**config.mk**
```make
export PLATFORM = sky130hd
export DESIGN_NAME = rbd_ctrl_flat
export DESIGN_NICKNAME = d
export VERILOG_FILES = /design/src/hw/rtl/rbd_pkg.sv /design/src/hw/rtl/rbd_pix_if.sv /design/src/hw/rtl/rbd_cfg_if.sv /design/src/hw/rtl/rbd_ctrl.sv /design/src/flat_wrapper.sv
export SDC_FILE = /design/constraint.sdc
export NUM_CORES = 1
export LEC_CHECK = 0
export BUFFER_PORTS_ARGS = -buffer_cell sky130_fd_sc_hd__buf_2
export CORE_UTILIZATION = 56
export CTS_BUF_LIST = sky130_fd_sc_hd__clkbuf_16
export DETAILED_ROUTE_END_ITERATION = 12
export GPL_TIMING_DRIVEN = 0
export PLACE_DENSITY = 0.82
export SKIP_LAST_GASP = 1
export SLEW_MARGIN = 30
export SYNTH_ARGS = -nofsm -noshare
export SYNTH_HDL_FRONTEND = slang
export SYNTH_SLANG_ARGS = --single-unit
```
**constraint.sdc**
```tcl
create_clock -name clk -period 3.7 [get_ports clk]
set_input_delay 0 -clock clk [delete_from_list [all_inputs] [get_ports clk]]
set_output_delay 0 -clock clk [all_outputs]
set_load 0.005 [all_outputs]
```
**src/hw/rtl/rbd_pkg.sv**
```systemverilog
// ----------------------------------------------------------------------------
// rbd_pkg
// Shared types and constants of the 2x2 box downsampler.
// ----------------------------------------------------------------------------
package rbd_pkg;

  localparam int CHANNEL_BITS    = 8;
  localparam int NUM_CH          = 4;
  localparam int SUM_BITS        = CHANNEL_BITS + 1;
  localparam int AVG_BITS        = CHANNEL_BITS + 3;
  localparam int MAX_WIDTH_DEF   = 2048;
  localparam int MAX_HEIGHT      = 4096;
  localparam int MIN_DIM         = 2;
  localparam int WIDTH_REG_BITS  = 12;
  localparam int HEIGHT_REG_BITS = 13;
  localparam int ROW_BITS        = 12;
  localparam int WIDTH_RESET     = 640;
  localparam int HEIGHT_RESET    = 480;
  localparam int CFG_INDEX_BITS  = 2;
  localparam int CFG_DATA_BITS   = 13;
  localparam int ROUND_ADD       = 2;

  typedef enum logic [CFG_INDEX_BITS-1:0] {
    CFG_IMAGE_WIDTH  = 2'd0,
    CFG_IMAGE_HEIGHT = 2'd1,
    CFG_WITH_ALPHA   = 2'd2
  } cfg_index_t;

  typedef logic [CHANNEL_BITS-1:0] chan_t;
  typedef logic [SUM_BITS-1:0]     psum_t;
  typedef chan_t [NUM_CH-1:0]      pixel_t;
  typedef psum_t [NUM_CH-1:0]      pair_word_t;

  typedef struct packed {
    logic       load;
    pair_word_t hs;
    logic       eof;
    logic       alpha_en;
  } rbd_issue_t;

endpackage

```
**src/hw/rtl/rbd_pix_if.sv**
```systemverilog
// ----------------------------------------------------------------------------
// rbd_pix_if
// Input pixel channel: valid/ready with one RGBA word.
// ----------------------------------------------------------------------------
interface rbd_pix_if
  import rbd_pkg::*;
();
  logic  valid;
  logic  ready;
  chan_t in_red;
  chan_t in_green;
  chan_t in_blue;
  chan_t in_alpha;

  modport source (output valid, output in_red, output in_green, output in_blue,
                  output in_alpha, input ready);
  modport sink   (input valid, input in_red, input in_green, input in_blue,
                  input in_alpha, output ready);
endinterface

```
**src/hw/rtl/rbd_cfg_if.sv**
```systemverilog
// ----------------------------------------------------------------------------
// rbd_cfg_if
// Configuration write channel: valid/ready with register index and data.
// ----------------------------------------------------------------------------
interface rbd_cfg_if
  import rbd_pkg::*;
();
  logic                     valid;
  logic                     ready;
  logic [CFG_INDEX_BITS-1:0] index;
  logic [CFG_DATA_BITS-1:0]  data;

  modport source (output valid, output index, output data, input ready);
  modport sink   (input valid, input index, input data, output ready);
endinterface

```
**src/hw/rtl/rbd_ctrl.sv**
```systemverilog
// ----------------------------------------------------------------------------
// rbd_ctrl
// Config registers, raster counters, left pixel hold, pair sums and line
// store commands.
// ----------------------------------------------------------------------------
module rbd_ctrl
  import rbd_pkg::*;
#(
  parameter int MAX_WIDTH = MAX_WIDTH_DEF
) (
  input  logic           clk,
  input  logic           rst_n,
  rbd_pix_if.sink        in_ch,
  rbd_cfg_if.sink        cfg_ch,
  input  logic           in_ready_i,
  output rbd_issue_t     issue_o,
  output logic           mem_we_o,
  output logic           mem_re_o,
  output logic [((MAX_WIDTH / 2) > 1 ? $clog2(MAX_WIDTH / 2) : 1)-1:0] mem_addr_o,
  output pair_word_t     mem_wdata_o
);

  localparam int LINE_DEPTH = MAX_WIDTH / 2;
  localparam int ADDR_BITS  = (LINE_DEPTH > 1) ? $clog2(LINE_DEPTH) : 1;
  localparam int COL_BITS   = $clog2(MAX_WIDTH) + 1;
  localparam int PAIR_BITS  = COL_BITS - 1;
  localparam int W_CMP_BITS = (COL_BITS > WIDTH_REG_BITS) ? COL_BITS : WIDTH_REG_BITS;
  localparam int RST_WIDTH  = (WIDTH_RESET > MAX_WIDTH) ? MAX_WIDTH : WIDTH_RESET;

  logic [COL_BITS-1:0]        eff_w_r, eff_w_nxt;
  logic [HEIGHT_REG_BITS-1:0] eff_h_r, eff_h_nxt;
  logic                       with_alpha_r, with_alpha_nxt;
  logic [COL_BITS-1:0]        col_r, col_nxt;
  logic [ROW_BITS-1:0]        row_r, row_nxt;
  pixel_t                     hold_r, hold_nxt;

  logic                       accept;
  logic                       cfg_hit;
  pixel_t                     px;
  pair_word_t                 hs;
  logic [PAIR_BITS-1:0]       pair;
  logic                       pair_ok;
  logic [COL_BITS-1:0]        col_p1;
  logic [HEIGHT_REG_BITS-1:0] row_p1;
  logic [COL_BITS-1:0]        last_col;
  logic [HEIGHT_REG_BITS-1:0] last_row;
  logic [W_CMP_BITS-1:0]      w_ext;
  logic [HEIGHT_REG_BITS-1:0] h_val;

  assign accept       = in_ch.valid && in_ready_i;
  assign in_ch.ready  = in_ready_i;
  assign cfg_ch.ready = 1'b1;

  always_comb begin
    px[0] = in_ch.in_red;
    px[1] = in_ch.in_green;
    px[2] = in_ch.in_blue;
    px[3] = with_alpha_r ? in_ch.in_alpha : '0;
    for (int c = 0; c < NUM_CH; c++) begin
      if (c < NUM_CH - 1 || with_alpha_r) begin
        hs[c] = SUM_BITS'(hold_r[c]) + SUM_BITS'(px[c]);
      end else begin
        hs[c] = '0;
      end
    end
  end

  assign pair     = col_r[COL_BITS-1:1];
  assign pair_ok  = pair < PAIR_BITS'(LINE_DEPTH);
  assign col_p1   = col_r + COL_BITS'(1);
  assign row_p1   = HEIGHT_REG_BITS'(row_r) + HEIGHT_REG_BITS'(1);
  assign last_col = {eff_w_r[COL_BITS-1:1], 1'b0} - COL_BITS'(1);
  assign last_row = {eff_h_r[HEIGHT_REG_BITS-1:1], 1'b0} - HEIGHT_REG_BITS'(1);

  assign mem_we_o    = accept && col_r[0] && pair_ok && !row_r[0];
  assign mem_re_o    = accept && col_r[0] && pair_ok && row_r[0];
  assign mem_addr_o  = pair[ADDR_BITS-1:0];
  assign mem_wdata_o = hs;

  assign issue_o.load     = mem_re_o;
  assign issue_o.hs       = hs;
  assign issue_o.eof      = (HEIGHT_REG_BITS'(row_r) == last_row) && (col_r == last_col);
  assign issue_o.alpha_en = with_alpha_r;

  assign w_ext = W_CMP_BITS'(cfg_ch.data[WIDTH_REG_BITS-1:0]);
  assign h_val = cfg_ch.data[HEIGHT_REG_BITS-1:0];

  always_comb begin
    eff_w_nxt      = eff_w_r;
    eff_h_nxt      = eff_h_r;
    with_alpha_nxt = with_alpha_r;
    col_nxt        = col_r;
    row_nxt        = row_r;
    hold_nxt       = hold_r;
    cfg_hit        = 1'b0;
    if (cfg_ch.valid) begin
      unique case (cfg_ch.index)
        CFG_IMAGE_WIDTH: begin
          cfg_hit = 1'b1;
          if (w_ext < W_CMP_BITS'(MIN_DIM)) begin
            eff_w_nxt = COL_BITS'(MIN_DIM);
          end else if (w_ext > W_CMP_BITS'(MAX_WIDTH)) begin
            eff_w_nxt = COL_BITS'(MAX_WIDTH);
          end else begin
            eff_w_nxt = COL_BITS'(w_ext);
          end
        end
        CFG_IMAGE_HEIGHT: begin
          cfg_hit = 1'b1;
          if (h_val < HEIGHT_REG_BITS'(MIN_DIM)) begin
            eff_h_nxt = HEIGHT_REG_BITS'(MIN_DIM);
          end else if (h_val > HEIGHT_REG_BITS'(MAX_HEIGHT)) begin
            eff_h_nxt = HEIGHT_REG_BITS'(MAX_HEIGHT);
          end else begin
            eff_h_nxt = h_val;
          end
        end
        CFG_WITH_ALPHA: begin
          cfg_hit        = 1'b1;
          with_alpha_nxt = cfg_ch.data[0];
        end
        default: begin
          cfg_hit = 1'b0;
        end
      endcase
    end
    if (cfg_hit) begin
      col_nxt = '0;
      row_nxt = '0;
    end else if (accept) begin
      if (!col_r[0]) begin
        hold_nxt = px;
      end
      if (col_p1 >= eff_w_r) begin
        col_nxt = '0;
        if (row_p1 >= eff_h_r) begin
          row_nxt = '0;
        end else begin
          row_nxt = row_p1[ROW_BITS-1:0];
        end
      end else begin
        col_nxt = col_p1;
      end
    end
  end

  always_ff @(posedge clk) begin
    if (!rst_n) begin
      eff_w_r      <= COL_BITS'(RST_WIDTH);
      eff_h_r      <= HEIGHT_REG_BITS'(HEIGHT_RESET);
      with_alpha_r <= 1'b1;
      col_r        <= '0;
      row_r        <= '0;
      hold_r       <= '0;
    end else begin
      eff_w_r      <= eff_w_nxt;
      eff_h_r      <= eff_h_nxt;
      with_alpha_r <= with_alpha_nxt;
      col_r        <= col_nxt;
      row_r        <= row_nxt;
      hold_r       <= hold_nxt;
    end
  end

endmodule

```
**src/flat_wrapper.sv**
```systemverilog
// flat-port wrapper written by rule: the top's interface ports become plain ports
module rbd_ctrl_flat import rbd_pkg::*;
#(
  parameter int MAX_WIDTH = MAX_WIDTH_DEF
)
  (clk, rst_n, in_ready_i, issue_o, mem_we_o, mem_re_o, mem_addr_o, mem_wdata_o, in_ch_valid, in_ch_in_red, in_ch_in_green, in_ch_in_blue, in_ch_in_alpha, in_ch_ready, cfg_ch_valid, cfg_ch_index, cfg_ch_data, cfg_ch_ready);
  rbd_pix_if in_ch_i ();
  rbd_cfg_if cfg_ch_i ();
  input  logic clk;
  input  logic rst_n;
  input  logic in_ready_i;
  output rbd_issue_t issue_o;
  output logic mem_we_o;
  output logic mem_re_o;
  output logic [((MAX_WIDTH / 2) > 1 ? $clog2(MAX_WIDTH / 2) : 1)-1:0] mem_addr_o;
  output pair_word_t mem_wdata_o;
  input wire logic [$bits(in_ch_i.valid)-1:0] in_ch_valid;
  input wire logic [$bits(in_ch_i.in_red)-1:0] in_ch_in_red;
  input wire logic [$bits(in_ch_i.in_green)-1:0] in_ch_in_green;
  input wire logic [$bits(in_ch_i.in_blue)-1:0] in_ch_in_blue;
  input wire logic [$bits(in_ch_i.in_alpha)-1:0] in_ch_in_alpha;
  output wire logic [$bits(in_ch_i.ready)-1:0] in_ch_ready;
  input wire logic [$bits(cfg_ch_i.valid)-1:0] cfg_ch_valid;
  input wire logic [$bits(cfg_ch_i.index)-1:0] cfg_ch_index;
  input wire logic [$bits(cfg_ch_i.data)-1:0] cfg_ch_data;
  output wire logic [$bits(cfg_ch_i.ready)-1:0] cfg_ch_ready;
  assign in_ch_i.valid = in_ch_valid;
  assign in_ch_i.in_red = in_ch_in_red;
  assign in_ch_i.in_green = in_ch_in_green;
  assign in_ch_i.in_blue = in_ch_in_blue;
  assign in_ch_i.in_alpha = in_ch_in_alpha;
  assign in_ch_ready = in_ch_i.ready;
  assign cfg_ch_i.valid = cfg_ch_valid;
  assign cfg_ch_i.index = cfg_ch_index;
  assign cfg_ch_i.data = cfg_ch_data;
  assign cfg_ch_ready = cfg_ch_i.ready;
  rbd_ctrl #(.MAX_WIDTH(MAX_WIDTH)) u_core (.clk(clk), .rst_n(rst_n), .in_ch(in_ch_i), .cfg_ch(cfg_ch_i), .in_ready_i(in_ready_i), .issue_o(issue_o), .mem_we_o(mem_we_o), .mem_re_o(mem_re_o), .mem_addr_o(mem_addr_o), .mem_wdata_o(mem_wdata_o));
endmodule
```
==> impl_results.md <==
* FILL cells at 828
* Worst slew margin relative to its limit at 36.1%
* Reg2reg start: u_core.col_r[0]$_SDFFE_PP0P_
* Starting Density at 57.9%
* R2R setup slack at 0.31 ns
* Postcts setup bufs at 0
* Post-synth EDFFs at 0
* Global-route wire length before repair at 26500 um
* Total GRT Usage at 28.5%
* Yosys reg bits at 82
* TritonCTS Sinks at 82
* Final Power at 2.48 mW
* DR pass1 iterations at 5
* Logic pwr share at 21.6%
* Row Count at 38
* Sw Share at 25.8%
* Core Region at 0.0109 sq mm
* Vias per cell at 5.44
* Final #Nets at 1092
* Slew Limit Fails at 0
* Iter 0 DRT Violations at 336
* Hold Startpoint: cfg_ch_data[11]
* Yosys top cell area share at 26.0%
* Placed instance count at 1072
* Adder-cell area share of the yosys netlist at 13.4%
* Area Overhead vs Synth at 25.0%
* Die ar. at 0.0117 sq mm
* Vias in the first global route at 5665
* P_leak at 3.70 nW
* Final Setup Violations at 0
* CP arrival at 3.62 ns
* Simple-Gate Fraction of Synth Area at 21.8%
* Post-detailed-placement half-perimeter wirelength at 12100 um
* Critical Path Source Type: flip-flop
* Post-synth top area cell: dfxtp_1
* Skew-Pair Late Insertion Delay at 0.34 ns
* Gate Count Post-Synth at 793
* CTS buffer count at 9
* Post-DRT Antenna Nets at 0
* Status: finished, final reports clean
* Maximum vdd drop at 259 uV
* Final hold viol count at 0
* R2R depth at 13
* Worst-path maximum fanout at 10
* Mux cell area share after synthesis at 1.13%
* I/O pin cnt at 141
* Largest family of logic cells by synthesized area: simple AND/OR/NAND/NOR gates
* Initial antenna violation count at 1
* Max Clock Skew at 0.00541 ns
* Total grt overflow at 0
* HP Class: in -> reg
* Avg Inst Size Synth at 7.95 sq um
* Drt wl/cell at 14.4 um
* Syn nets at 910
* Port-buffer cells at 139
* Top post-synthesis cells by area: dfxtp_1, ha_1, xnor2_1
* Tcrit/Tclk final at 91.7%
* Clk network pwr share at 40.9%
* Warnings, synthesis at 0
* P_sw at 0.640 mW
* Min Tclk post-route at 3.39 ns
* Synthesized cell area at 0.00631 sq mm
* CTS root buffer: clkbuf_16
* Ys flop type: dfxtp_1
* Max frequency at 295 MHz
* Sequential group share of total power at 37.5%
* Fraction of registers with async set/reset at 0%
* Remaining DRCs at 0
* Required time worst endpoint at 3.93 ns
* # diodes at 0
* Crit. End Element: flip-flop
* Crit Path Class: reg -> reg
* RSZ-0062 raised after global routing: false
* Finished Layout Cells at 1119
* Synth Area in Compound Gates at 16.7%
* Die Y-Extent at 108 um
* TritonCTS clock tree: done
* Most common cell after layout, fill and taps aside: buf_2
* Post-Synth XOR/XNOR Area at 10.1%
* Seq. cell area at 0.00165 sq mm
* Max-Cap Viols at 0
* P_int at 1.84 mW
* Die Width at 108 um
* Min-Delay Endpoint: u_core.eff_w_r[11]$_SDFFE_PN0P_
* H-tree Lvls at 3
* PD cells at 314 mW/mm^2
* Clk slew on worst S/H paths at 0.06 ns
* Area occupied by multi-input gates at 0.00401 sq mm
* Largest net degree at the start of global routing at 14
* Share of layout cells above drive strength 1 at 23.2%
* Reg2reg end: u_core.row_r[7]$_SDFFE_PP0P_
* Hold slack final at 0.0285 ns
* CTS Buffer Depth at 2
* WHS Path Cells at 3
* Total wire length at 16100 um
* Register area share after synthesis at 26.0%
* Most frequent cells in the layout: buf_2, nand2_1, dfxtp_1
* GPL Wtd Cong at 0.867
* Worst slew pin tran at 0.935 ns
* Vias post-DR at 6089
* Unique masters post-synth at 59
flip-flops by register name (all words and copies together) (netlist names):
signal	count
u_core.hold_r	32
u_core.eff_h_r	13
u_core.col_r	12
u_core.eff_w_r	12
u_core.row_r	12
u_core.with_alpha_r	1
cells in the mapped netlist (6+ instances only):
cell type / n
nor2b_1: 7
nor3_1: 17
o21a_1: 6
ha_1: 61
mux2i_1: 6
nand3_1: 17
nor4_1: 9
and3_1: 12
a22oi_1: 18
xor2_1: 25
a221o_1: 11
nand2b_1: 8
and2_1: 18
a21oi_1: 62
nand2_1: 88
nand4_1: 11
o21ai_0: 18
a21o_1: 11
inv_1: 45
clkbuf_1: 32
dfxtp_1: 82
nor2_1: 65
xnor2_1: 48
buf_4: 51
nor3b_1: 6
logic make-up (layout without fill, tap and decap cells):
kind of cell             count (synthesis)  after routing
AO/OA/AOI/OAI                          156            156
buffers and inverters                  130            316
other                                    1              1
adder cells (fa/ha/maj)                 65             65
multiplexers                             7              7
AND/OR/NAND/NOR                        279            279
flip-flops                              82             82
XOR/XNOR                                73             73
layer usage:
metal | up-vias | track usage (%) | wire length (um)
met1 | 2780 | 32.9 | 6720
li1 | 3068 | - | -
met5 | - | 0 | 9
met2 | 199 | 53.2 | 8090
met3 | 40 | 3.44 | 874
met4 | 2 | 10.5 | 404
how the worst max path moves through the flow:
stage	cells past startpoint	endpoint	start
2_1_floorplan	13	u_core.row_r[6]$_SDFFE_PP0P_	u_core.col_r[3]$_SDFFE_PP0P_
3_3_place_gp	13	u_core.row_r[6]$_SDFFE_PP0P_	u_core.col_r[0]$_SDFFE_PP0P_
3_5_place_dp	13	u_core.row_r[7]$_SDFFE_PP0P_	u_core.col_r[3]$_SDFFE_PP0P_
4_1_cts	13	u_core.row_r[7]$_SDFFE_PP0P_	u_core.col_r[2]$_SDFFE_PP0P_
5_1_grt	12	u_core.row_r[7]$_SDFFE_PP0P_	u_core.row_r[0]$_SDFFE_PP0P_
6_report	13	u_core.row_r[7]$_SDFFE_PP0P_	u_core.col_r[0]$_SDFFE_PP0P_
per-stage QoR:
stage / util [%] / TNS [ns] / cell area [sq um] / setup slack, ns
after CTS: 72.4 / 0 / 7880 / 0.0540
final: 72.4 / 0 / 7890 / 0.306
after global placement: 65.9 / -0.0901 / 7180 / -0.0475
after detailed placement: 65.9 / -0.429 / 7180 / -0.109
after global routing: 72.4 / 0 / 7890 / 0.00416
after floorplan: - / 0 / 6310 / 0.410
power groups by stage:
stage / Combinational [mW] / Clock, mW / Sequential [mW]
after floorplan: 0.316 / 0 / 0.941
after global placement: 0.486 / 0 / 0.947
after detailed placement: 0.496 / 0 / 0.947
after CTS: 0.530 / 1.02 / 0.928
after global routing: 0.594 / 1.06 / 0.931
final: 0.536 / 1.01 / 0.929
layout make-up:
type                    count  area share, %
plain buffers              81           6.32
repair buffers            175           13.4
flip-flops and latches     82           20.9
clock buffers               9           2.86
clock inverters             6           1.35
inverters                  45           2.14
multi-input cells         581           50.8
well taps                 140           2.22
critical path, cell delays in order (launching register included):
cell	delay [ns]
dfxtp_2	0.45
ha_1	0.22
nand3_1	0.13
nor2_2	0.20
nand2_1	0.08
and2_1	0.16
or2_2	0.30
ha_1	0.27
nand4_1	0.18
o41ai_4	0.34
o21bai_2	0.19
and2b_1	0.24
buf_4	0.18
a221o_1	0.34
timing repair:
| item | 4_1_cts | 5_1_grt |
|---|---|---|
| hold buffers | 36 | 0 |
| pin swaps | 0 | 1 |
| hold endpoints to repair | 42 | 0 |
| endpoints found under the setup margin | 6 | 12 |
| resized for setup | 3 | 6 |
(Power assumes the default switching activity.)
