File: src/hw/rtl/rbd_pkg.sv
// ----------------------------------------------------------------------------
// rbd_pkg
// Shared types and constants of the 2x2 box downsampler.
// ----------------------------------------------------------------------------
package rbd_pkg;

  localparam int CHANNEL_BITS    = 8;
  localparam int NUM_CH          = 4;
  localparam int SUM_BITS        = CHANNEL_BITS + 1;
  localparam int AVG_BITS        = CHANNEL_BITS + 3;
  localparam int MAX_WIDTH_DEF   = 2048;
  localparam int MAX_HEIGHT      = 4096;
  localparam int MIN_DIM         = 2;
  localparam int WIDTH_REG_BITS  = 12;
  localparam int HEIGHT_REG_BITS = 13;
  localparam int ROW_BITS        = 12;
  localparam int WIDTH_RESET     = 640;
  localparam int HEIGHT_RESET    = 480;
  localparam int CFG_INDEX_BITS  = 2;
  localparam int CFG_DATA_BITS   = 13;
  localparam int ROUND_ADD       = 2;

  typedef enum logic [CFG_INDEX_BITS-1:0] {
    CFG_IMAGE_WIDTH  = 2'd0,
    CFG_IMAGE_HEIGHT = 2'd1,
    CFG_WITH_ALPHA   = 2'd2
  } cfg_index_t;

  typedef logic [CHANNEL_BITS-1:0] chan_t;
  typedef logic [SUM_BITS-1:0]     psum_t;
  typedef chan_t [NUM_CH-1:0]      pixel_t;
  typedef psum_t [NUM_CH-1:0]      pair_word_t;

  typedef struct packed {
    logic       load;
    pair_word_t hs;
    logic       eof;
    logic       alpha_en;
  } rbd_issue_t;

endpackage

File: src/hw/rtl/rbd_res_if.sv
// ----------------------------------------------------------------------------
// rbd_res_if
// Result channel: valid/ready with one averaged RGBA word and frame end flag.
// ----------------------------------------------------------------------------
interface rbd_res_if
  import rbd_pkg::*;
();
  logic  valid;
  logic  ready;
  chan_t out_red;
  chan_t out_green;
  chan_t out_blue;
  chan_t out_alpha;
  logic  end_of_frame;

  modport source (output valid, output out_red, output out_green, output out_blue,
                  output out_alpha, output end_of_frame, input ready);
  modport sink   (input valid, input out_red, input out_green, input out_blue,
                  input out_alpha, input end_of_frame, output ready);
endinterface

File: src/hw/rtl/rbd_avg.sv
// ----------------------------------------------------------------------------
// rbd_avg
// Adds stored and current pair sums, rounds the mean and holds the result
// word in the output register.
// ----------------------------------------------------------------------------
module rbd_avg
  import rbd_pkg::*;
(
  input  logic       clk,
  input  logic       rst_n,
  input  rbd_issue_t issue_i,
  input  pair_word_t rdata_i,
  output logic       free_o,
  rbd_res_if.source  out_ch
);

  logic       s1_valid_r, s1_valid_nxt;
  pair_word_t s1_hs_r;
  logic       s1_eof_r;
  logic       s1_alpha_en_r;
  logic       out_valid_r, out_valid_nxt;
  pixel_t     out_px_r;
  logic       out_eof_r;

  logic                s1_adv;
  pixel_t              avg;
  logic [AVG_BITS-1:0] total;

  assign s1_adv = s1_valid_r && (!out_valid_r || out_ch.ready);
  assign free_o = !s1_valid_r || s1_adv;

  always_comb begin
    total = '0;
    for (int c = 0; c < NUM_CH; c++) begin
      total  = AVG_BITS'(s1_hs_r[c]) + AVG_BITS'(rdata_i[c]) + AVG_BITS'(ROUND_ADD);
      avg[c] = total[CHANNEL_BITS+1:2];
    end
    if (!s1_alpha_en_r) begin
      avg[NUM_CH-1] = '0;
    end
  end

  always_comb begin
    s1_valid_nxt  = s1_valid_r;
    out_valid_nxt = out_valid_r;
    if (issue_i.load) begin
      s1_valid_nxt = 1'b1;
    end else if (s1_adv) begin
      s1_valid_nxt = 1'b0;
    end
    if (s1_adv) begin
      out_valid_nxt = 1'b1;
    end else if (out_ch.ready) begin
      out_valid_nxt = 1'b0;
    end
  end

  always_ff @(posedge clk) begin
    if (!rst_n) begin
      s1_valid_r  <= 1'b0;
      out_valid_r <= 1'b0;
    end else begin
      s1_valid_r  <= s1_valid_nxt;
      out_valid_r <= out_valid_nxt;
    end
  end

  always_ff @(posedge clk) begin
    if (issue_i.load) begin
      s1_hs_r       <= issue_i.hs;
      s1_eof_r      <= issue_i.eof;
      s1_alpha_en_r <= issue_i.alpha_en;
    end
    if (s1_adv) begin
      out_px_r  <= avg;
      out_eof_r <= s1_eof_r;
    end
  end

  assign out_ch.valid        = out_valid_r;
  assign out_ch.out_red      = out_px_r[0];
  assign out_ch.out_green    = out_px_r[1];
  assign out_ch.out_blue     = out_px_r[2];
  assign out_ch.out_alpha    = out_px_r[3];
  assign out_ch.end_of_frame = out_eof_r;

endmodule

File: src/flat_wrapper.sv
// flat-port wrapper written by rule: the top's interface ports become plain ports
module rbd_avg_flat import rbd_pkg::*;
  (clk, rst_n, issue_i, rdata_i, free_o, out_ch_valid, out_ch_out_red, out_ch_out_green, out_ch_out_blue, out_ch_out_alpha, out_ch_end_of_frame, out_ch_ready);
  rbd_res_if out_ch_i ();
  input  logic clk;
  input  logic rst_n;
  input  rbd_issue_t issue_i;
  input  pair_word_t rdata_i;
  output logic free_o;
  output wire logic [$bits(out_ch_i.valid)-1:0] out_ch_valid;
  output wire logic [$bits(out_ch_i.out_red)-1:0] out_ch_out_red;
  output wire logic [$bits(out_ch_i.out_green)-1:0] out_ch_out_green;
  output wire logic [$bits(out_ch_i.out_blue)-1:0] out_ch_out_blue;
  output wire logic [$bits(out_ch_i.out_alpha)-1:0] out_ch_out_alpha;
  output wire logic [$bits(out_ch_i.end_of_frame)-1:0] out_ch_end_of_frame;
  input wire logic [$bits(out_ch_i.ready)-1:0] out_ch_ready;
  assign out_ch_valid = out_ch_i.valid;
  assign out_ch_out_red = out_ch_i.out_red;
  assign out_ch_out_green = out_ch_i.out_green;
  assign out_ch_out_blue = out_ch_i.out_blue;
  assign out_ch_out_alpha = out_ch_i.out_alpha;
  assign out_ch_end_of_frame = out_ch_i.end_of_frame;
  assign out_ch_i.ready = out_ch_ready;
  rbd_avg u_core (.clk(clk), .rst_n(rst_n), .issue_i(issue_i), .rdata_i(rdata_i), .free_o(free_o), .out_ch(out_ch_i));
endmodule
File: config.mk
export PLATFORM = sky130hd
export DESIGN_NAME = rbd_avg_flat
export DESIGN_NICKNAME = d
export VERILOG_FILES = /design/src/hw/rtl/rbd_pkg.sv /design/src/hw/rtl/rbd_res_if.sv /design/src/hw/rtl/rbd_avg.sv /design/src/flat_wrapper.sv
export SDC_FILE = /design/constraint.sdc
export NUM_CORES = 1
export LEC_CHECK = 0
export BUFFER_PORTS_ARGS = -buffer_cell sky130_fd_sc_hd__buf_2
export CAP_MARGIN = 20
export CORE_ASPECT_RATIO = 1.25
export CORE_MARGIN = 2
export CORE_UTILIZATION = 30
export DETAILED_ROUTE_END_ITERATION = 10
export MAX_ROUTING_LAYER = met4
export PLACE_DENSITY = 0.5
export SYNTH_ARGS = -nofsm -noshare
export SYNTH_HDL_FRONTEND = slang
export SYNTH_SLANG_ARGS = --single-unit
File: constraint.sdc
create_clock -name clk -period 2.9 [get_ports clk]
set_clock_uncertainty 0.05 [all_clocks]
set_input_delay 0.58 -clock clk [delete_from_list [all_inputs] [get_ports clk]]
set_output_delay 0.58 -clock clk [all_outputs]
set_load 0.1 [all_outputs]
==> results.txt, run 1 <==
Total leakage power -> 2.358 nW
Antenna violations before repair -> 2
FP Rows -> 48
Worst hold path type -> in2reg
Most frequent standard cell in the layout excluding fill and tap cells -> buf_2
Delay of the slowest critical-path stage -> 0.40 ns
Average instance area after synthesis -> 12.58 µm²
Startpoint types -> register
Max-capacitance violation count -> 0
Data required time at the worst endpoint -> 2.92 ns
Root Driver -> clkbuf_16
Area of the die -> 0.01497 mm²
Number of global-route vias before repair -> 3036
CP Cell Sequence -> ha_1 -> ha_1 -> and4b_4 -> o31a_1 -> a221o_1 -> or4_1
Total placed instance area -> 0.005039 mm²
Die span in y -> 136.3 µm
I/O Buffers -> 112
CTS Sinks -> 73
Total count of max-transition violations in the final report -> 0
Fill cell total of the finished layout -> 1345
Total track usage -> 12.36%
Number of flops mapped to enable cells by yosys -> 71
Maximum count of clock buffers along a single path -> 2
Synth Flop Type -> edfxtp_1
Final period util -> 83.96%
Capture point of the worst reg-to-reg path -> u_core.out_ch.out_blue[6]
Path type of the worst setup path -> reg2reg
Minimum setup slack after placement -> 0.1500 ns
Final TNS setup -> 0 ns
Worst r2r path cells -> 6
FF+latch count, synth -> 73
Total area of sequential cells -> 0.002172 mm²
Worst-path maximum fanout -> 2
Data arrival time of the worst path -> 2.46 ns
Core region area -> 0.01375 mm²
Slew @ Worst Pin -> 0.5764 ns
1st-iter DRT viols -> 50
RSZ-0062 raised after global routing -> no
Portion of the post-synthesis area used by sequential elements -> 51.70%
TritonCTS buffer count -> 9
Power Dens Cells -> 673.6 mW/mm²
Result of the run -> finished clean
Clock transition at the registers of the reported paths -> 0.06 ns
Worst hold start -> issue_i[36]
Cell variety after synth -> 45
Post-synth net total -> 476
Post-DP HPWL -> 6925 µm
Clock Latency Late Sink -> 0.34 ns
Maximum VDD drop -> 0.2409 mV
Worst reg2reg setup slack -> 0.47 ns
Max H-tree Level -> 3
Chip width -> 109.9 µm
Hold worst-path end -> u_core.s1_hs_r[34]
Number of buffers inserted by post-CTS setup repair -> 0
Grt ovf -> 0
Number of gates given a new drive strength after cts -> 0
Multi-input gate area in the final layout -> 0.001951 mm²
Launch point of the worst reg-to-reg path -> u_core.s1_hs_r[20]
Total length of routed wires -> 8633 µm
Final Setup Violations -> 0
Maximum number of pins on one net before global-route repair -> 19
First-pass GRT wire length -> 13750 µm
Most frequent cell on the critical path -> ha_1
Synth-to-layout area growth -> 27.49%
Count of hold buffers inserted by post-cts repair -> 0
Clock period minus final worst setup slack -> 2.435 ns
Most frequent cells in the layout -> buf_2 (112), edfxtp_1 (71), ha_1 (60)
Hold Fails Final Rpt -> 0
Hold_ws -> 0.3657 ns
Summed instance area of the synthesized netlist -> 0.004202 mm²
Vias after detailed routing -> 3001
Number of iterations in the first detailed-routing pass -> 4
TritonCTS clock tree -> built
Antenna violation net count after detailed routing -> 0
Number of instances in the synthesized netlist -> 334
Gp weighted congestion -> 0.8025
Number of DRC violations after detailed routing -> 0
Async S/R FF share, synth -> 0%
I/O pin cnt -> 113
Yosys warning total -> 0
Max transition margin -> 61.49%
Ratio of cells with drive above 1 in the final layout -> 29.18%
Capturing element type of the critical path -> register
Initial core utilization -> 30.55%
Maximum achievable frequency -> 410.7 MHz
Per-cell via count in the routed design -> 4.667
Net count, final -> 603
Final design area excluding fillers -> 0.005356 mm²
Hold Path Cell Cnt -> 1
Routed length per instance -> 13.43 µm
CP max-delay cell -> or4_1
Final Worst Setup Slack -> 0.4650 ns
-- worst max-delay path: cells and delay by family, from the launching register on --
family	cells	cell delay, ns
flip-flops	1	0.36
adder cells (fa/ha/maj)	2	0.64
AO/OA/AOI/OAI	2	0.53
AND/OR/NAND/NOR	2	0.58
-- power breakdown --
group          switching, W  leakage, nW  internal [W]
Clock              0.000429        0.147      0.000752
Combinational      0.000736         1.51      0.000366
Sequential        0.0000280        0.698       0.00130
Total               0.00119         2.36       0.00242
-- per-layer routing --
| layer | vias up | share of wire, % | track usage (%) |
|---|---|---|---|
| met2 | 65 | 51 | 20.79 |
| met5 | - | 0 | - |
| met4 | 0 | 3.0 | 7.314 |
| met3 | 17 | 5.1 | 2.876 |
| met1 | 1365 | 41 | 13.02 |
| li1 | 1554 | - | - |
-- layout make-up --
class / instances / area share (%)
Antenna cell: 2 / 0.09344
Clock buffer: 11 / 4.345
Clock inverter: 5 / 1.495
Inverter: 21 / 1.472
Multi-Input combinational cell: 238 / 36.42
Sequential cell: 73 / 40.55
Tap cell: 175 / 4.088
Timing Repair Buffer: 118 / 11.54
-- worst max-delay path by stage --
stage                       start  slack, ns                          to  cells after the start
6_report       u_core.s1_hs_r[20]       0.47   u_core.out_ch.out_blue[6]                      6
4_1_cts        u_core.s1_hs_r[20]       0.46   u_core.out_ch.out_blue[6]                      6
3_5_place_dp          rdata_i[11]       0.15  u_core.out_ch.out_green[6]                      7
2_1_floorplan         rdata_i[11]       0.28  u_core.out_ch.out_green[6]                      6
3_3_place_gp          rdata_i[20]       0.16   u_core.out_ch.out_blue[6]                      7
5_1_grt        u_core.s1_hs_r[11]       0.40  u_core.out_ch.out_green[6]                      6
-- registers in the layout, summed over array words and instances (netlist names) --
signal	count
u_core.s1_alpha_en_r	1
u_core.s1_eof_r	1
u_core.out_ch.out_green	8
u_core.out_ch.out_alpha	8
u_core.s1_valid_r	1
u_core.out_ch.out_blue	8
u_core.out_ch.valid	1
u_core.s1_hs_r	36
u_core.out_ch.end_of_frame	1
u_core.out_ch.out_red	8
-- kinds of logic after synthesis --
| group | synth area share (%) |
|---|---|
| simple gates | 12.51 |
| flops | 51.70 |
| compound gates | 11.02 |
| fa+ha+maj | 19.77 |
| buf+inv | 2.055 |
| xor+xnor | 2.710 |
| mux | 0.2382 |
-- through the flow --
| step | util (%) | power, W | std cells |
|---|---|---|---|
| 2_1_floorplan | - | 0.002207 | 334 |
| 3_3_place_gp | 36.64 | 0.002435 | 625 |
| 3_5_place_dp | 36.64 | 0.002454 | 625 |
| 4_1_cts | 38.91 | 0.003657 | 641 |
| 5_1_grt | 38.95 | 0.003800 | 643 |
| 6_report | 38.95 | 0.003608 | 643 |
-- cell usage after synthesis (2+ instances only) --
master,count,area (µm²)
a21o_1,4,30.03
clkbuf_1,2,7.510
nor4_1,5,31.28
a221o_1,4,40.04
a21oi_1,15,75.07
a31oi_1,4,25.02
a211oi_1,6,45.04
nand3b_1,3,22.52
nor2b_1,9,56.30
nor2_1,19,71.32
xor2_1,9,78.83
and2_1,2,12.51
o31ai_1,2,15.01
edfxtp_1,71,2132
nand4_1,2,12.51
o211ai_1,2,15.01
nand2_1,16,60.06
fa_1,4,80.08
or3_1,5,31.28
inv_1,21,78.83
nor3_1,6,30.03
o31a_1,3,26.28
and4b_4,2,27.53
ha_1,60,750.7
a211o_2,2,20.02
or4_1,3,22.52
nand3_1,6,30.03
o21ai_0,10,50.05
o311ai_0,2,17.52
xnor2_1,4,35.03
nor4b_1,4,35.03
o21a_1,7,52.55
and4b_1,2,20.02
and3_1,2,12.51
dfxtp_1,2,40.04
a311oi_1,2,17.52
nand2b_1,4,25.02
(Power assumes the default switching activity.)
==> run 2, diff against run 1 <==
- ABC_AREA: not set -> 1
- PLACE_DENSITY: 0.5 -> 0.51
- clock period: 2.9 -> 2.23 ns (I/O delays scaled with it)
==> run 2 against run 1 <==
Against the previous run:
- routed wire length fell by 8.0%
- clock power rose by 27%
- highest routed layer unchanged
- combinational power rose by 19%
- core utilization rose by 0.45 points
- critical endpoint is now u_core.out_ch.out_green[5]
- synthesized cell count rose by 13%
- largest cell class unchanged
- area after synthesis fell by 2.3%
- die area fell by 2.2%
- sequential share of layout area rose by 0.93 points
==> results.txt, run 2 <==
Grt ovf -> 0 (unchanged)
I/O pin cnt -> 113 (unchanged)
Count of hold buffers inserted by post-cts repair -> 0 (unchanged)
Area share of and/or/nand/nor cells after synthesis -> 13.47% (+0.96 points)
Count leader, synth -> nand2_1
Internal power summed over all cells -> 0.003039 W (+26%)
Combinational power share -> 28.8% (-1.7 points)
Maximum number of pins on one net before global-route repair -> 34 (+15)
Synth-to-layout area growth -> 27.55% (about the same)
Combinational family with the most area after synthesis -> adder cells
Post-synth net total -> 520 (+9.2%)
Routed length per instance -> 11.68 µm (-13%)
Launch point of the worst reg-to-reg path -> u_core.s1_hs_r[10]
Slew @ Worst Pin -> 0.5134 ns (-0.06302 ns)
Max H-tree Level -> 3 (unchanged)
Final Setup Violations -> 0 (unchanged)
Maximum VDD drop -> 0.3876 mV (+61%)
Sequential share of power -> 37.9% (+1.2 points)
Vias after detailed routing -> 2918 (-2.8%)
Adder-cell share of the synthesized area -> 20.24% (+0.46 points)
Antenna violations before repair -> 0 (-2)
CP max-delay cell -> fa_1
Non-filler instance count after layout -> 680 (+5.8%)
1st-iter DRT viols -> 50 (unchanged)
Capturing element type of the critical path -> register
Most frequent standard cell in the layout excluding fill and tap cells -> buf_2
Root Driver -> clkbuf_16
Number of inserted diodes -> 0 (-2)
Power Dens Cells -> 864.6 mW/mm² (+28%)
Total leakage power -> 2.597 nW (+10%)
Yosys warning total -> 0 (unchanged)
Gp weighted congestion -> 0.8290 (+3.3%)
Number of placed cells counting well taps -> 664 (+6.2%)
Ratio of cells with drive above 1 in the final layout -> 27.31% (-1.9 points)
Final period util -> 90.02% (+6.1 points)
Leading post-synthesis cells by cell area -> edfxtp_1 (52%), ha_1 (18%), nand2_1 (8.0%), inv_1 (5.1%), a21oi_1 (2.7%)
Number of instances in the synthesized netlist -> 378 (+13%)
Bufs and invs on worst path -> 3 (+3)
Hold_ws -> 0.2393 ns (-0.1264 ns)
Data arrival time of the worst path -> 2.03 ns (-0.43 ns)
Summed instance area of the synthesized netlist -> 0.004105 mm² (-2.3%)
Number of iterations in the first detailed-routing pass -> 4 (unchanged)
Worst-path maximum fanout -> 3 (+1)
Portion of synthesized cell area occupied by the leading cell type -> 51.94% (+1.2 points)
Total length of routed wires -> 7945 µm (-8.0%)
Startpoint types -> register
Delay of the slowest critical-path stage -> 0.40 ns (about the same)
GRT met2 Usage -> 20.69% (-0.096 points)
Async S/R FF share, synth -> 0% (unchanged)
Number of gates given a new drive strength after cts -> 0 (unchanged)
Post-DP HPWL -> 6257 µm (-9.6%)
I/O Buffers -> 112 (unchanged)
Most frequent cells in the layout -> buf_2 (112), nand2_1 (88), edfxtp_1 (71)
Number of flip-flops in the largest register -> 36 (unchanged)
Cell variety after synth -> 23 (-49%)
Share of the synthesized area in compound gates (AO/OA/AOI/OAI) -> 5.517% (-5.5 points)
Net count, final -> 646 (+7.1%)
GR Layer Usage met1 -> 13.03% (about the same)
Clock transition at the registers of the reported paths -> 0.06 ns (about the same)
Path type of the worst setup path -> reg2reg
Final TNS setup -> 0 ns (unchanged)
Clock network fraction of total power -> 33.2% (+0.5 points)
Total count of max-transition violations in the final report -> 0 (unchanged)
Post-synthesis mux area share -> 0% (-0.24 points)
Maximum count of clock buffers along a single path -> 2 (unchanged)
Number of flops mapped to enable cells by yosys -> 71 (unchanged)
Average instance area after synthesis -> 10.86 µm² (-14%)
Worst hold start -> issue_i[24]
Worst hold path type -> in2reg
Max-capacitance violation count -> 0 (unchanged)
Hold Fails Final Rpt -> 0 (unchanged)
Initial core utilization -> 30.89% (+0.34 points)
Die span in y -> 134.8 µm (-1.1%)
TritonCTS buffer count -> 9 (unchanged)
Clock Latency Late Sink -> 0.33 ns (about the same)
Number of buffers inserted by post-CTS setup repair -> 0 (unchanged)
Clock period minus final worst setup slack -> 2.008 ns (-0.4275 ns)
Synth Flop Type -> edfxtp_1
Top register by number of flip-flops -> u_core.s1_hs_r
TritonCTS clock tree -> built
Maximum achievable frequency -> 498.1 MHz (+21%)
Source of the critical timing path -> u_core.s1_hs_r[10]
Chip width -> 108.6 µm (-1.1%)
Switching Power -> 0.001488 W (+25%)
Largest delay contributor family on the critical path -> adder cells
FP Rows -> 47 (-2.1%)
Switching Fraction -> 32.88% (-0.19 points)
Top post-synthesis cells by count -> nand2_1 (88), edfxtp_1 (71), ha_1 (60)
Total track usage -> 11.87% (-0.48 points)
Result of the run -> finished clean
Per-cell via count in the routed design -> 4.291 (-8.1%)
Most area-hungry cell type in the Yosys netlist -> edfxtp_1
Area of the die -> 0.01464 mm² (-2.2%)
GR peak layer -> met2
RSZ-0062 raised after global routing -> no
CTS Sinks -> 73 (unchanged)
Data required time at the worst endpoint -> 2.25 ns (-0.67 ns)
Met3 Resource Use GR -> 2.799% (-0.077 points)
CP Cell Sequence -> inv_1 -> ha_1 -> inv_1 -> nand3_1 -> inv_1 -> fa_1 -> nand3_1 -> nand2_1 -> nand2_1 -> nand2_1 -> xor2_1
First-pass GRT wire length -> 13100 µm (-4.8%)
Portion of the post-synthesis area used by sequential elements -> 52.91% (+1.2 points)
Antenna violation net count after detailed routing -> 0 (unchanged)
Core region area -> 0.01329 mm² (-3.4%)
FF+latch count, synth -> 73 (unchanged)
Post-Synth XOR/XNOR Area -> 2.560% (-0.15 points)
Max transition margin -> 66.01% (+4.5 points)
Number of global-route vias before repair -> 2932 (-3.4%)
Number of DRC violations after detailed routing -> 0 (unchanged)
[run 2: cell types whose count changed in the layout (fill, tap and decap cells not counted), sizes merged, moves of 5 or more]
cell    delta
nor4       -5
nand2     +74
or3        -5
nor2b      -9
inv       +35
a211oi     -6
nor3       -6
o21ai      -5
nand3     +13
a21oi      +8
[run 2: final cells by class]
type / count / area [µm²]
well taps: 171 / 214.0
clock inverters: 3 / 65.06
repair buffers: 116 / 603.1
inverters: 56 / 210.2
flip-flops and latches: 73 / 2172
fillers: 1378 / 8054
clock buffers: 13 / 240.2
multi-input cells: 248 / 1732
[run 2: path summary, 6_finish.rpt]
| check | end | slack [ns] | cells past startpoint |
|---|---|---|---|
| worst max-delay path | u_core.out_ch.out_green[5] | 0.22 | 11 |
| worst min-delay path | u_core.s1_hs_r[22] | 0.24 | 1 |
| worst max register to register | u_core.out_ch.out_green[5] | 0.22 | 11 |
| worst min register to register | u_core.out_ch.end_of_frame | 0.38 | 0 |
[run 2: power by group through the flow]
stage / registers (W) / clock network [W] / logic (W)
after floorplan: 0.00219 / 0 / 0.000590
after global placement: 0.00175 / 0 / 0.00130
after detailed placement: 0.00175 / 0 / 0.00131
after CTS: 0.00172 / 0.00156 / 0.00132
after global routing: 0.00173 / 0.00162 / 0.00146
final: 0.00172 / 0.00150 / 0.00131
[run 2: layer usage]
layer  vias to the layer above  wire length, µm
met4                         0              137
met3                         9              475
li1                       1536                -
met5                         -                0
met2                        74             4192
met1                      1299             3141
[run 2: worst register-to-register path, delay by kind of cell, from the launching register on]
family	cells	cell delay, ns
buf+inv	3	0.14
simple gates	5	0.45
flops	1	0.32
xor+xnor	1	0.14
fa+ha+maj	2	0.66
[run 2: cells by family (layout without fill, tap and decap cells)]
group                      Yosys count  count (layout)
AOI/OAI and AO/OA                   37              37
xor gates and xnor gates            12              12
adders and majority gates           64              64
buffers and inverters               57             188
DFF                                 73              73
and+or+nand+nor                    135             135
[run 2: per-stage QoR]
| step | total power [W] | cell area [µm²] | worst slack [ns] | util (%) |
|---|---|---|---|---|
| 2_1_floorplan | 0.002775 | 4114 | -0.006477 | - |
| 3_3_place_gp | 0.003050 | 4931 | 0.06103 | 37.10 |
| 3_5_place_dp | 0.003061 | 4931 | 0.02898 | 37.10 |
| 4_1_cts | 0.004602 | 5236 | 0.2372 | 39.40 |
| 5_1_grt | 0.004806 | 5236 | 0.05847 | 39.40 |
| 6_report | 0.004527 | 5236 | 0.2225 | 39.40 |
==> run 3, diff against run 2 <==
- CTS_BUF_LIST: not set -> sky130_fd_sc_hd__clkbuf_16
==> run 3 against run 2 <==
Against the previous run:
- design area stayed put
- hold slack better by 0.0014 ns
- cell count unchanged
- global-route usage barely moved
==> results.txt, run 3 (synthesis results as in run 2) <==
Clock Latency Late Sink -> 0.33 ns (about the same)
Startpoint types -> register
CTS Sinks -> 73 (unchanged)
Number of flip-flops in the largest register -> 36 (unchanged)
Max transition margin -> 66.01% (unchanged)
Ratio of cells with drive above 1 in the final layout -> 27.31% (unchanged)
Hold Path Cell Cnt -> 1 (unchanged)
Power Dens Cells -> 861.4 mW/mm² (-0.38%)
Clock period minus final worst setup slack -> 2.007 ns (-0.0001510 ns)
Post-DP HPWL -> 6257 µm (unchanged)
Data arrival time of the worst path -> 2.03 ns (about the same)
Most frequent cells in the layout -> buf_2 (112), nand2_1 (88), edfxtp_1 (71)
Initial core utilization -> 30.89% (unchanged)
CP max-delay cell -> fa_1
Core Util, Final -> 39.40% (unchanged)
Total track usage -> 11.88% (about the same)
Grt ovf -> 0 (unchanged)
Antenna violation net count after detailed routing -> 0 (unchanged)
Final period util -> 90.02% (about the same)
Max-capacitance violation count -> 0 (unchanged)
Fill cell total of the finished layout -> 1378 (unchanged)
First-pass GRT wire length -> 13120 µm (+0.15%)
Worst hold path type -> in2reg
Number of inserted diodes -> 0 (unchanged)
Result of the run -> finished clean
Clock transition at the registers of the reported paths -> 0.06 ns (about the same)
Number of gates given a new drive strength after cts -> 0 (unchanged)
Per-cell via count in the routed design -> 4.288 (about the same)
Slew @ Worst Pin -> 0.5134 ns (unchanged)
TritonCTS clock tree -> built
Most frequent standard cell in the layout excluding fill and tap cells -> buf_2
Maximum VDD drop -> 0.3876 mV (about the same)
Capturing element type of the critical path -> register
Max H-tree Level -> 3 (unchanged)
Worst r2r path cells -> 11 (unchanged)
Total count of max-transition violations in the final report -> 0 (unchanged)
Gp weighted congestion -> 0.8290 (unchanged)
I/O pin cnt -> 113 (unchanged)
FP Rows -> 47 (unchanged)
Antenna violations before repair -> 0 (unchanged)
Total length of routed wires -> 7958 µm (+0.16%)
Number of buffers inserted by post-CTS setup repair -> 0 (unchanged)
Root Driver -> clkbuf_16
Routed length per instance -> 11.70 µm (+0.16%)
Number of DRC violations after detailed routing -> 0 (unchanged)
TritonCTS buffer count -> 9 (unchanged)
Number of iterations in the first detailed-routing pass -> 4 (unchanged)
Maximum number of pins on one net before global-route repair -> 34 (unchanged)
RSZ-0062 raised after global routing -> no
Non-filler instance count after layout -> 680 (unchanged)
Area of the die -> 0.01464 mm² (unchanged)
Delay of the slowest critical-path stage -> 0.40 ns (about the same)
Worst-path maximum fanout -> 3 (unchanged)
Net count, final -> 646 (unchanged)
Maximum achievable frequency -> 498.2 MHz (about the same)
CP Cell Sequence -> inv_1 -> ha_1 -> inv_1 -> nand3_1 -> inv_1 -> fa_1 -> nand3_1 -> nand2_1 -> nand2_1 -> nand2_1 -> xor2_1
Final Setup Violations -> 0 (unchanged)
Top register by number of flip-flops -> u_core.s1_hs_r
Number of placed cells counting well taps -> 664 (unchanged)
Vias after detailed routing -> 2916 (-0.069%)
Path type of the worst setup path -> reg2reg
Total leakage power -> 2.613 nW (+0.64%)
1st-iter DRT viols -> 55 (+10%)
Number of global-route vias before repair -> 2930 (-0.068%)
Chip width -> 108.6 µm (unchanged)
Synth-to-layout area growth -> 27.55% (unchanged)
Core region area -> 0.01329 mm² (unchanged)
Hold Fails Final Rpt -> 0 (unchanged)
I/O Buffers -> 112 (unchanged)
Die span in y -> 134.8 µm (unchanged)
Maximum count of clock buffers along a single path -> 2 (unchanged)
Count of hold buffers inserted by post-cts repair -> 0 (unchanged)
Data required time at the worst endpoint -> 2.25 ns (about the same)
run 3: through the flow:
stage / total power (W) / hold slack, ns / setup TNS, ns / worst slack [ns] / area [µm²]
6_report: 0.004510 / 0.2408 / 0 / 0.2226 / 5236
3_3_place_gp: 0.003050 / 0.3946 / 0 / 0.06103 / 4931
3_5_place_dp: 0.003061 / 0.3726 / 0 / 0.02898 / 4931
2_1_floorplan: 0.002775 / 0.3503 / -0.2138 / -0.006477 / 4114
5_1_grt: 0.004790 / 0.2211 / 0 / 0.05847 / 5236
4_1_cts: 0.004585 / 0.2202 / 0 / 0.2372 / 5236
run 3: cell type report:
class	instances	area [µm²]	area share (%)
timing repair buffer	116	603.1	11.52
sequential	73	2172	41.48
clock buffer	9	225.2	4.301
clock inverter	7	80.08	1.529
tap	171	214.0	4.086
multi-input combinational	248	1732	33.07
inverter	56	210.2	4.014
run 3: worst max-delay path, delay by kind of cell (launching register included):
| kind | cells | cell delay [ns] |
|---|---|---|
| DFF | 1 | 0.32 |
| xor gates and xnor gates | 1 | 0.14 |
| buffers and inverters | 3 | 0.14 |
| adders and majority gates | 2 | 0.66 |
| and+or+nand+nor | 5 | 0.45 |
run 3: final timing paths:
kind	startpoint	endpoint	slack [ns]
worst max-delay path	u_core.s1_hs_r[10]	u_core.out_ch.out_green[5]	0.22
worst min-delay path	issue_i[24]	u_core.s1_hs_r[22]	0.24
worst max register to register	u_core.s1_hs_r[10]	u_core.out_ch.out_green[5]	0.22
worst min register to register	u_core.s1_eof_r	u_core.out_ch.end_of_frame	0.38
run 3: power by group:
| group | switching (W) | total (W) | internal (W) | leakage, nW |
|---|---|---|---|---|
| sequential | 0.0000349 | 0.00172 | 0.00168 | 0.700 |
| combinational | 0.000931 | 0.00131 | 0.000376 | 1.75 |
| clock | 0.000524 | 0.00149 | 0.000961 | 0.164 |
| total | 0.00149 | 0.00451 | 0.00302 | 2.61 |
run 3: per-layer routing:
layer | track usage (%) | part of all wire (%) | up-vias
met1 | 13.00 | 40 | 1299
met4 | 4.487 | 1.7 | 0
li1 | - | - | 1536
met5 | - | 0 | -
met2 | 20.76 | 53 | 72
met3 | 2.799 | 5.9 | 9
